### src/rtl/core/sha1_message_hasher_defines.svh
// Assertion macros for the SHA-1 message hasher.
`ifndef SHA1_MESSAGE_HASHER_DEFINES_SVH
`define SHA1_MESSAGE_HASHER_DEFINES_SVH

`ifndef SYNTHESIS
// Same-cycle implication, disabled during reset.
`define SHA1MH_ASSERT_NOW(label, clk, rst, pre, post) \
  label: assert property (@(posedge clk) disable iff (rst) (pre) |-> (post)) \
    else $error("sha1 hasher check failed");
// Next-cycle implication, disabled during reset.
`define SHA1MH_ASSERT_NEXT(label, clk, rst, pre, post) \
  label: assert property (@(posedge clk) disable iff (rst) (pre) |=> (post)) \
    else $error("sha1 hasher check failed");
`else
`define SHA1MH_ASSERT_NOW(label, clk, rst, pre, post)
`define SHA1MH_ASSERT_NEXT(label, clk, rst, pre, post)
`endif

`endif

### src/rtl/core/sha1mh_pkg.sv
package sha1mh_pkg;

  // Byte source for one absorb step
  typedef enum logic [1:0] {
    SRC_INPUT = 2'd0,
    SRC_MARK  = 2'd1,
    SRC_ZERO  = 2'd2,
    SRC_LEN   = 2'd3
  } byte_src_t;

  // Controller to datapath
  typedef struct packed {
    logic      absorb;
    byte_src_t src;
    logic      load;
    logic      round;
    logic      add;
    logic      init;
    logic [2:0] word_sel;
  } cmd_t;

  // Datapath to controller
  typedef struct packed {
    logic block_full;
    logic last_round;
    logic at_len_pos;
  } sts_t;

  localparam logic [4:0][31:0] INIT_CHAIN = {
    32'hC3D2E1F0, 32'h10325476, 32'h98BADCFE, 32'hEFCDAB89, 32'h67452301
  };

  localparam logic [31:0] K_R0 = 32'h5A827999;
  localparam logic [31:0] K_R1 = 32'h6ED9EBA1;
  localparam logic [31:0] K_R2 = 32'h8F1BBCDC;
  localparam logic [31:0] K_R3 = 32'hCA62C1D6;

  localparam logic [7:0] PAD_MARK    = 8'h80;
  localparam logic [6:0] LAST_ROUND  = 7'd79;
  localparam logic [5:0] LEN_POS     = 6'd56;
  localparam logic [2:0] LAST_WORD   = 3'd4;
  localparam logic [3:0] LEN_BYTES   = 4'd8;

endpackage

### src/rtl/core/sha1mh_ctrl.sv
module sha1mh_ctrl (
  input  logic              clk,
  input  logic              rst,
  input  logic              s_tvalid,
  input  logic              s_tlast,
  input  logic              s_tuser,
  output logic              s_tready,
  input  logic              m_tready,
  output logic              m_tvalid,
  output logic              m_tlast,
  output logic [2:0]        word_index,
  output sha1mh_pkg::cmd_t  cmd,
  input  sha1mh_pkg::sts_t  sts
);

  typedef enum logic [5:0] {
    S_IDLE  = 6'b000001,
    S_CHECK = 6'b000010,
    S_LOAD  = 6'b000100,
    S_ROUND = 6'b001000,
    S_ADD   = 6'b010000,
    S_OUT   = 6'b100000
  } state_t;

  state_t     state, state_next;
  logic       fin, fin_next;
  logic       mark_done, mark_done_next;
  logic [3:0] len_cnt, len_cnt_next;
  logic [2:0] word_index_next;

  assign s_tready = (state == S_IDLE);
  assign m_tvalid = (state == S_OUT);
  assign m_tlast  = (word_index == sha1mh_pkg::LAST_WORD);

  // Sequencing: take item, pad, compress, emit digest
  always_comb begin
    state_next      = state;
    fin_next        = fin;
    mark_done_next  = mark_done;
    len_cnt_next    = len_cnt;
    word_index_next = word_index;
    cmd             = '0;
    cmd.src         = sha1mh_pkg::SRC_INPUT;
    cmd.word_sel    = word_index;
    unique case (state)
      S_IDLE: begin
        if (s_tvalid) begin
          cmd.absorb = !s_tuser;
          fin_next   = s_tlast;
          state_next = S_CHECK;
        end
      end
      S_CHECK: begin
        if (sts.block_full) begin
          state_next = S_LOAD;
        end else if (!fin) begin
          state_next = S_IDLE;
        end else if (!mark_done) begin
          cmd.absorb     = 1'b1;
          cmd.src        = sha1mh_pkg::SRC_MARK;
          mark_done_next = 1'b1;
        end else if (len_cnt == 4'd0 && !sts.at_len_pos) begin
          cmd.absorb = 1'b1;
          cmd.src    = sha1mh_pkg::SRC_ZERO;
        end else if (len_cnt != sha1mh_pkg::LEN_BYTES) begin
          cmd.absorb   = 1'b1;
          cmd.src      = sha1mh_pkg::SRC_LEN;
          len_cnt_next = len_cnt + 4'd1;
        end else begin
          state_next = S_OUT;
        end
      end
      S_LOAD: begin
        cmd.load   = 1'b1;
        state_next = S_ROUND;
      end
      S_ROUND: begin
        cmd.round = 1'b1;
        if (sts.last_round) begin
          state_next = S_ADD;
        end
      end
      S_ADD: begin
        cmd.add    = 1'b1;
        state_next = S_CHECK;
      end
      S_OUT: begin
        if (m_tready) begin
          if (word_index == sha1mh_pkg::LAST_WORD) begin
            cmd.init        = 1'b1;
            word_index_next = 3'd0;
            fin_next        = 1'b0;
            mark_done_next  = 1'b0;
            len_cnt_next    = 4'd0;
            state_next      = S_IDLE;
          end else begin
            word_index_next = word_index + 3'd1;
          end
        end
      end
      default: state_next = S_IDLE;
    endcase
  end

  always_ff @(posedge clk) begin
    if (rst) begin
      state      <= S_IDLE;
      fin        <= 1'b0;
      mark_done  <= 1'b0;
      len_cnt    <= 4'd0;
      word_index <= 3'd0;
    end else begin
      state      <= state_next;
      fin        <= fin_next;
      mark_done  <= mark_done_next;
      len_cnt    <= len_cnt_next;
      word_index <= word_index_next;
    end
  end

endmodule

### src/rtl/core/sha1mh_dp.sv
module sha1mh_dp (
  input  logic              clk,
  input  logic              rst,
  input  logic [7:0]        data_byte,
  input  sha1mh_pkg::cmd_t  cmd,
  output sha1mh_pkg::sts_t  sts,
  output logic [31:0]       digest_word
);

  logic [4:0][31:0]  chain;
  logic [15:0][31:0] win;        // W[t-16] at 0 .. W[t-1] at 15
  logic [31:0]       wa, wb, wc, wd, we;
  logic [31:0]       wasm;
  logic [60:0]       byte_count;
  logic [6:0]        rc;
  logic [63:0]       len_bits;
  logic              block_full;

  logic [7:0]  abyte;
  logic [31:0] wasm_new;
  logic [60:0] cnt_inc;
  logic        word_done;
  logic [31:0] mix, w_cur, f, k, t;

  // Byte source select
  always_comb begin
    unique case (cmd.src)
      sha1mh_pkg::SRC_INPUT: abyte = data_byte;
      sha1mh_pkg::SRC_MARK:  abyte = sha1mh_pkg::PAD_MARK;
      sha1mh_pkg::SRC_ZERO:  abyte = 8'h00;
      sha1mh_pkg::SRC_LEN:   abyte = len_bits[63:56];
      default:               abyte = 8'h00;
    endcase
  end

  assign wasm_new  = {wasm[23:0], abyte};
  assign cnt_inc   = byte_count + 61'd1;
  assign word_done = (cnt_inc[1:0] == 2'b00);

  // Message schedule: first 16 rounds recirculate, later ones expand
  assign mix   = win[13] ^ win[8] ^ win[2] ^ win[0];
  assign w_cur = (rc < 7'd16) ? win[0] : {mix[30:0], mix[31]};

  // Round function and constant
  always_comb begin
    if (rc < 7'd20) begin
      f = (wb & wc) | (~wb & wd);
      k = sha1mh_pkg::K_R0;
    end else if (rc < 7'd40) begin
      f = wb ^ wc ^ wd;
      k = sha1mh_pkg::K_R1;
    end else if (rc < 7'd60) begin
      f = (wb & wc) | (wb & wd) | (wc & wd);
      k = sha1mh_pkg::K_R2;
    end else begin
      f = wb ^ wc ^ wd;
      k = sha1mh_pkg::K_R3;
    end
  end

  assign t = {wa[26:0], wa[31:27]} + f + we + k + w_cur;

  assign sts.block_full = block_full;
  assign sts.last_round = (rc == sha1mh_pkg::LAST_ROUND);
  assign sts.at_len_pos = (byte_count[5:0] == sha1mh_pkg::LEN_POS);

  assign digest_word = chain[cmd.word_sel];

  // Chain value, counters and assembler
  always_ff @(posedge clk) begin
    if (rst) begin
      chain      <= sha1mh_pkg::INIT_CHAIN;
      wasm       <= 32'd0;
      byte_count <= 61'd0;
      rc         <= 7'd0;
      block_full <= 1'b0;
    end else begin
      if (cmd.init) begin
        chain      <= sha1mh_pkg::INIT_CHAIN;
        wasm       <= 32'd0;
        byte_count <= 61'd0;
      end
      if (cmd.absorb) begin
        byte_count <= cnt_inc;
        if (word_done) begin
          wasm <= 32'd0;
          if (cnt_inc[5:0] == 6'd0) begin
            block_full <= 1'b1;
          end
        end else begin
          wasm <= wasm_new;
        end
      end
      if (cmd.load) begin
        rc         <= 7'd0;
        block_full <= 1'b0;
      end
      if (cmd.round) begin
        rc <= rc + 7'd1;
      end
      if (cmd.add) begin
        chain[0] <= chain[0] + wa;
        chain[1] <= chain[1] + wb;
        chain[2] <= chain[2] + wc;
        chain[3] <= chain[3] + wd;
        chain[4] <= chain[4] + we;
      end
    end
  end

  // Schedule window, working variables, length shifter
  always_ff @(posedge clk) begin
    if (cmd.absorb && word_done) begin
      win <= {wasm_new, win[15:1]};
    end else if (cmd.round) begin
      win <= {w_cur, win[15:1]};
    end
    if (cmd.absorb && cmd.src == sha1mh_pkg::SRC_MARK) begin
      len_bits <= {byte_count, 3'b000};
    end else if (cmd.absorb && cmd.src == sha1mh_pkg::SRC_LEN) begin
      len_bits <= {len_bits[55:0], 8'h00};
    end
    if (cmd.load) begin
      wa <= chain[0];
      wb <= chain[1];
      wc <= chain[2];
      wd <= chain[3];
      we <= chain[4];
    end else if (cmd.round) begin
      we <= wd;
      wd <= wc;
      wc <= {wb[1:0], wb[31:2]};
      wb <= wa;
      wa <= t;
    end
  end

endmodule

### src/rtl/core/sha1_message_hasher.sv
// Channel  | Dir | Group            | Content
// ---------+-----+------------------+---------------------------------------------
// s_*      | in  | tvalid/tready    | one message byte per item, tlast ends message
// m_*      | out | tvalid/tready    | five digest words per message, tlast on word 4
//
// Each message byte is accepted, then passes the absorb check. Every 64th byte
// adds a load, 80 rounds through one shared round unit, a chain add and a recheck.
// The final item adds padding at one byte per cycle (9 to 72 bytes), paused while
// a block is compressed, plus one or two compressions; then the digest words leave
// one per accepted item. s_tready is high only while no item is in progress. Reset
// is synchronous and restores the initial chain value; no clearing pass is needed.
`include "sha1_message_hasher_defines.svh"

module sha1_message_hasher (
  input  logic        clk,
  input  logic        rst,
  input  logic        s_tvalid,
  output logic        s_tready,
  input  logic [7:0]  s_tdata,   // [7:0] data_byte
  input  logic        s_tlast,   // final_item
  input  logic        s_tuser,   // [0] no_byte
  output logic        m_tvalid,
  input  logic        m_tready,
  output logic [31:0] m_tdata,   // [31:0] digest_word
  output logic        m_tlast,   // last_word
  output logic [2:0]  m_tuser    // [2:0] word_index
);

  sha1mh_pkg::cmd_t cmd;
  sha1mh_pkg::sts_t sts;

  sha1mh_ctrl u_ctrl (
    .clk        (clk),
    .rst        (rst),
    .s_tvalid   (s_tvalid),
    .s_tlast    (s_tlast),
    .s_tuser    (s_tuser),
    .s_tready   (s_tready),
    .m_tready   (m_tready),
    .m_tvalid   (m_tvalid),
    .m_tlast    (m_tlast),
    .word_index (m_tuser),
    .cmd        (cmd),
    .sts        (sts)
  );

  sha1mh_dp u_dp (
    .clk         (clk),
    .rst         (rst),
    .data_byte   (s_tdata),
    .cmd         (cmd),
    .sts         (sts),
    .digest_word (m_tdata)
  );

  // Never take a new item while a digest is being delivered
  `SHA1MH_ASSERT_NOW(a_ready_vs_out, clk, rst, s_tready, !m_tvalid)
  // Rounds and byte absorption never overlap
  `SHA1MH_ASSERT_NOW(a_round_no_absorb, clk, rst, cmd.round, !cmd.absorb)
  // Digest word index stays in range while presented
  `SHA1MH_ASSERT_NOW(a_index_range, clk, rst, m_tvalid, m_tuser <= 3'd4)
  // After the last digest word the block is ready for a new message
  `SHA1MH_ASSERT_NEXT(a_restart, clk, rst, m_tvalid && m_tready && m_tlast, s_tready)

endmodule

### config.mk
export PLATFORM = sky130hd
export DESIGN_NAME = sha1_message_hasher
export DESIGN_NICKNAME = d
export VERILOG_FILES = /design/src/rtl/core/sha1mh_pkg.sv /design/src/rtl/core/sha1mh_ctrl.sv /design/src/rtl/core/sha1mh_dp.sv /design/src/rtl/core/sha1_message_hasher.sv
export VERILOG_INCLUDE_DIRS = /design/src /design/src/rtl/core
export SDC_FILE = /design/constraint.sdc
export NUM_CORES = 2
export LEC_CHECK = 0
export ABC_AREA = 1
export BUFFER_PORTS_ARGS = -buffer_cell sky130_fd_sc_hd__buf_2
export CAP_MARGIN = 20
export CORE_ASPECT_RATIO = 2
export CORE_UTILIZATION = 65
export CTS_CLUSTER_DIAMETER = 30
export DETAILED_ROUTE_END_ITERATION = 8
export MAX_ROUTING_LAYER = met4
export PLACE_DENSITY = 0.84
export REMOVE_ABC_BUFFERS = 1
export SLEW_MARGIN = 20
export SYNTH_ARGS = -nofsm -noshare
export SYNTH_HDL_FRONTEND = slang
export SYNTH_SLANG_ARGS = --single-unit
### constraint.sdc
create_clock -name clk -period 27.1 [get_ports clk]
set_input_delay 2.71 -clock clk [delete_from_list [all_inputs] [get_ports clk]]
set_output_delay 2.71 -clock clk [all_outputs]
set_load 0.005 [all_outputs]
=== Word level (Yosys, flattened, before mapping) ===
Index checks and enable logic that the tools add are counted.

* Flip-flop bits (word level): 1,001
* Output and inout bits: 38

* Multiplexer cells: 73
* Reduce and logical (&&, ||, !) cells: 24
* Add/sub/neg operators: 13
* $lt $le $gt $ge: 5
* Equal/unequal tests: 25
* Bitwise gates (word level): 13

{| class="wikitable"
|+ Operator list
! cell !! number
|-
| 2-to-1 mux 512 bit || 2
|-
| 2-to-1 mux 32 bit || 17
|-
| 2-to-1 mux 160 bit || 2
|-
| adder 32 bit || 9
|-
| bitwise XOR 32 bit || 5
|-
| bitwise AND 32 bit || 4
|-
| 2-to-1 mux 64 bit || 2
|-
| 2-to-1 mux 61 bit || 2
|-
| binary-select mux 32 bit (select 3 bit) || 1
|-
| OR 32 bit || 3
|-
| 2-to-1 mux 24 bit || 3
|-
| adder 61 x 1 -> 61 bit, second input constant || 1
|-
| 2-to-1 mux 6 bit || 9
|-
| case mux 6 bit (6 select lines) || 1
|-
| NOT 32 bit || 1
|-
| case mux 8 bit (4 select lines) || 1
|-
| 2-to-1 mux 31 bit || 1
|-
| 2-to-1 mux 4 bit || 7
|-
| 2-to-1 mux 3 bit || 6
|-
| less-than comparator 7 x 5 -> 1 bit, second input constant || 2
|-
| less-than comparator 7 x 6 -> 1 bit, second input constant || 2
|-
| 2-to-1 mux 7 bit || 2
|-
| nonzero test 2 bit || 7
|-
| equality test 6 bit, second input constant || 2
|-
| 33 further kinds || 61
|}

=== Logic depth before layout (Yosys ltp) ===
* Word-level depth: 12
* Gate-level depth with buffers: 27
* Depth with buffers taken out: 26

=== Hierarchy ===
From an unflattened synthesis, not the netlist that was laid out.

* Cell total of the unflattened synthesis: 6,333
* Area, all modules: 55,197.9 um2

{| class="wikitable"
|+ By module, submodules not included
! module !! sequential area each (um2) !! cells an instance !! area an instance (um2) !! times used
|-
| sha1mh_dp || 27,076.0 || 6,167 || 53,986.8 || 1
|-
| sha1mh_ctrl || 300.3 || 166 || 1,211.2 || 1
|}

=== Worst setup path before layout ===
Ideal clock, no wire load.

* Path type: input-to-reg
* Start point: in s_tvalid
* End point: reg u_dp.win[0] (netlist name), enable pin
* Buffers on the path: 1
* Slack: 11.629 ns
* Arrival: 14.569 ns
* Setup time: 0.902 ns
* Stages on the path: 10
* Required time: 26.198 ns
* Path through: inv_1 nor2_1 inv_1 or2_1 nand2_4 inv_4 nor2_8 inv_2 buf_2 nand2_1

* Word-level cells in the longest chain between the ends: 4

{| class="wikitable"
|+ RTL lines
! item !! line !! text
|-
| start: declaration || sha1_message_hasher.sv:17 || <nowiki>input logic s_tvalid,</nowiki>
|-
| 2-to-1 mux 1 bit || sha1mh_ctrl.sv:47 || <nowiki>if (s_tvalid) begin</nowiki>
|-
| case mux 1 bit (2 select lines) || sha1mh_ctrl.sv:45 || <nowiki>unique case (state)</nowiki>
|-
| logical AND 1 bit || sha1mh_dp.sv:113 || <nowiki>if (cmd.absorb && word_done) begin</nowiki>
|-
| nonzero test 2 bit (no line) || n/a ||
|-
| end signal: assignment || sha1mh_dp.sv:114 || <nowiki>win <= {wasm_new, win[15:1]};</nowiki>
|-
| end signal: assignment || sha1mh_dp.sv:116 || <nowiki>win <= {w_cur, win[15:1]};</nowiki>
|-
| end: declaration || sha1mh_dp.sv:11 || <nowiki>logic [15:0][31:0] win;</nowiki>
|}

No other way between the ends.
A chain may end at the register's enable or synchronous reset.

=== Worst setup path in the final report ===
* Start point: in s_tvalid
* End point: reg u_dp.win[312] (netlist name), enable pin

The elaborated chain is that of the path after synthesis.

==> qor.txt <==
Post-synth EDFFs = 733
Post-Syn Area = 55200 µm²
Critical path's slowest cell = buf_4
Reg2Reg Capture Point = u_dp.win[312]$_DFFE_PP_
Boundary Pins = 52
Final Cell Area = 61200 µm²
Largest net degree at the start of global routing = 111
Crit share post-route = 0.342
Failing checks = DRC
YS warnings = 0
Fin util = 0.729
Row Count = 150
Mapped Cells = 6365
Crit path from = s_tvalid
Tot Pwr = 3.54 mW
Post-synth ARST share = 0
Critical path class = in -> reg
Leak = 24.9 nW
Worst Skew = 41.8 ps
Layout filler cell count = 6130
Number of global-route vias before repair = 48000
Max Freq = 108 MHz
Crit path to = u_dp.win[312]$_DFFE_PP_
Most frequent cell after synthesis = nand2_1
MaxCap Viol Count = 0
Initial core utilization = 0.659
Die span in y = 414 µm
Clock Sink Count = 1001
Routed len/inst = 27.1 µm
Nets@finish = 6781
FF+latch area = 27400 µm²
Global router's overall resource usage = 0.495
Worst endpoint data arrival time = 9660 ps
Worst-path fanout max = 94
Area of the multi-input gates = 24200 µm²
Worst skew pair latency = 800 ps
Num CTS Buffers = 136
Die area = 86200 µm²
Max transition margin = 0.130
Share of cells above drive strength 1 = 0.0590
Crit-path cells = buf_2 > inv_1 > nor2_1 > inv_1 > or2_1 > nand2_4 > inv_4 > nor2_8 > inv_2 > nand2_4 > buf_4 > buf_4 > buf_4 > buf_4
Min cycle time layout = 9270 ps
Critical Path RT = 27490 ps
Initial antenna violation count = 7
#FFs+latches synth = 1001
DRT antenna net count = 0
Area Growth Syn to Fin = 10.8%
Largest area contributor in the netlist = edfxtp_1
H-tree Lvls = 4
Status = finished with violations
Hold Vio Cnt, Final = 0
CP Launch Type = input pin
Worst-case reg-to-reg path depth = 15
Chip width = 208 µm
Vias per inst = 6.42
Max clock buf depth = 3
Via count = 48800
CTS tree = yes
Worst slew pin tran = 1290 ps
Avg Inst Size Synth = 8.68 µm²
Final setup fails = 0
Global-route wire length before repair = 298 mm
Most Frequent Cell on Critical Path = buf_4
Resized Gates After CTS = 0
Clock root cell = clkbuf_16
Sequential share of the synthesized area = 0.496
Placement Cell Area = 56400 µm²
Final HPWL DP = 147 mm
Slowest cell delay on critical path = 980 ps
Core area = 83900 µm²
Synth cell count leaders = 1618 x nand2_1, 767 x inv_1, 733 x edfxtp_1
Cell Pwr Density = 57.9 nW/µm²
Post-CTS Setup Inserts = 0
Total wire length = 206 mm
Initial drt markers = 6117
Kind of end point of the critical path = flip-flop
Yosys top cell area share = 0.398
Synth Flop Type = edfxtp_1
Worst r2r src = u_ctrl.state[5]$_SDFFE_PP0P_
Grt ovf = 0
Hold-fix buffers, CTS = 0
Gpl congestion = 1.16
Maximum VDD drop = 0.0000674 V
Area contributors post-synth = edfxtp_1 40%, nand2_1 11%, dfxtp_1 9.7%
Final-report max-slew violation count = 0
DRT Pass-1 Iters = 9
RSZ-0062 raised after global routing = no
Residual DRC = 1
PortBufs = 51
Netlist cell types = 51
Setup TNS = 0 ps
Reg clk slew, reported paths = 70 ps
Hold Crit Class = reg -> reg
Worst R2R Setup Slack = 19150 ps
==> sequential cells by signal, summed over array words and instances (netlist names) <==
register,count
u_dp.wa,32
u_ctrl.len_cnt,4
u_dp.wasm,24
u_dp.wd,32
u_dp.len_bits,61
u_ctrl.mark_done,1
u_ctrl.state,6
u_dp.we,32
u_dp.rc,7
u_dp.wc,32
u_ctrl.word_index,3
u_dp.block_full,1
u_dp.wb,32
u_dp.byte_count,61
u_dp.win,512
u_dp.chain,160
u_ctrl.fin,1
==> cells by family after synthesis <==
kind of cell	share of synthesized area
xor+xnor	0.0201
simple gates	0.202
compound gates	0.119
flops	0.496
fa+ha+maj	0.0961
buf+inv	0.0672
==> layout make-up <==
class / instances / share of cell area
Sequential cell: 1001 / 0.447
Inverter: 779 / 0.0479
Timing Repair Buffer: 96 / 0.0101
Antenna cell: 5 / 0.000204
Clock buffer: 163 / 0.0591
Clock inverter: 87 / 0.0178
Multi-Input combinational cell: 4403 / 0.396
Tap cell: 1064 / 0.0218
==> power by group <==
group / internal [mW] / switching (mW) / leakage (nW)
sequential: 1.63 / 0.00425 / 8.76
combinational: 0.0103 / 0.0409 / 13.9
clock: 1.10 / 0.759 / 2.27
total: 2.74 / 0.804 / 24.9
==> placed cells by master (no fill, tap or decap), types with 14 or more instances in the layout <==
master / instances
a21o_1: 16
o22ai_1: 21
nand3_1: 407
o21bai_1: 24
buf_4: 43
clkbuf_1: 18
a21oi_1: 559
dfxtp_1: 266
clkbuf_16: 138
inv_1: 765
o21ai_1: 14
xnor2_1: 100
xor2_1: 27
or2_2: 24
buf_2: 50
o21ai_0: 522
a31oi_1: 14
nor4_1: 18
nand2_1: 1616
inv_6: 20
o211ai_1: 23
nand4_1: 78
ha_1: 226
nor3_1: 77
nor2_1: 414
nand3b_1: 16
edfxtp_1: 733
fa_1: 124
==> per-layer routing <==
layer,vias up,wire (µm),GRT usage
li1,21600,-,-
met1,22600,62200,0.476
met2,3340,96000,0.786
met3,1344,19900,0.124
met4,0,27500,0.518
met5,-,0,-
==> stage by stage <==
stage | setup slack, ps | cells | hold WS [ps]
3_3_place_gp | 17390 | 7343 | 401
4_1_cts | 18080 | 7593 | 401
6_report | 17830 | 7598 | 410
2_1_floorplan | 11340 | 6183 | 400
5_1_grt | 17440 | 7597 | 413
3_5_place_dp | 17170 | 7343 | 405
==> worst max-delay path: cells and delay by family <==
kind / cells / cell delay, ps
simple gates: 5 / 2270
buf+inv: 9 / 4430
==> how the worst min path moves through the flow <==
stage | slack (ps) | cells past startpoint | from | end
2_1_floorplan | 400 | 0 | u_dp.win[32]$_DFFE_PP_ | u_dp.win[0]$_DFFE_PP_
3_3_place_gp | 400 | 0 | u_dp.win[488]$_DFFE_PP_ | u_dp.win[456]$_DFFE_PP_
6_report | 410 | 0 | u_dp.win[467]$_DFFE_PP_ | u_dp.win[435]$_DFFE_PP_
4_1_cts | 400 | 0 | u_dp.win[467]$_DFFE_PP_ | u_dp.win[435]$_DFFE_PP_
3_5_place_dp | 400 | 0 | u_dp.win[141]$_DFFE_PP_ | u_dp.win[109]$_DFFE_PP_
5_1_grt | 410 | 0 | u_dp.win[467]$_DFFE_PP_ | u_dp.win[435]$_DFFE_PP_
Note: power is estimated with default switching activity, not from simulation.
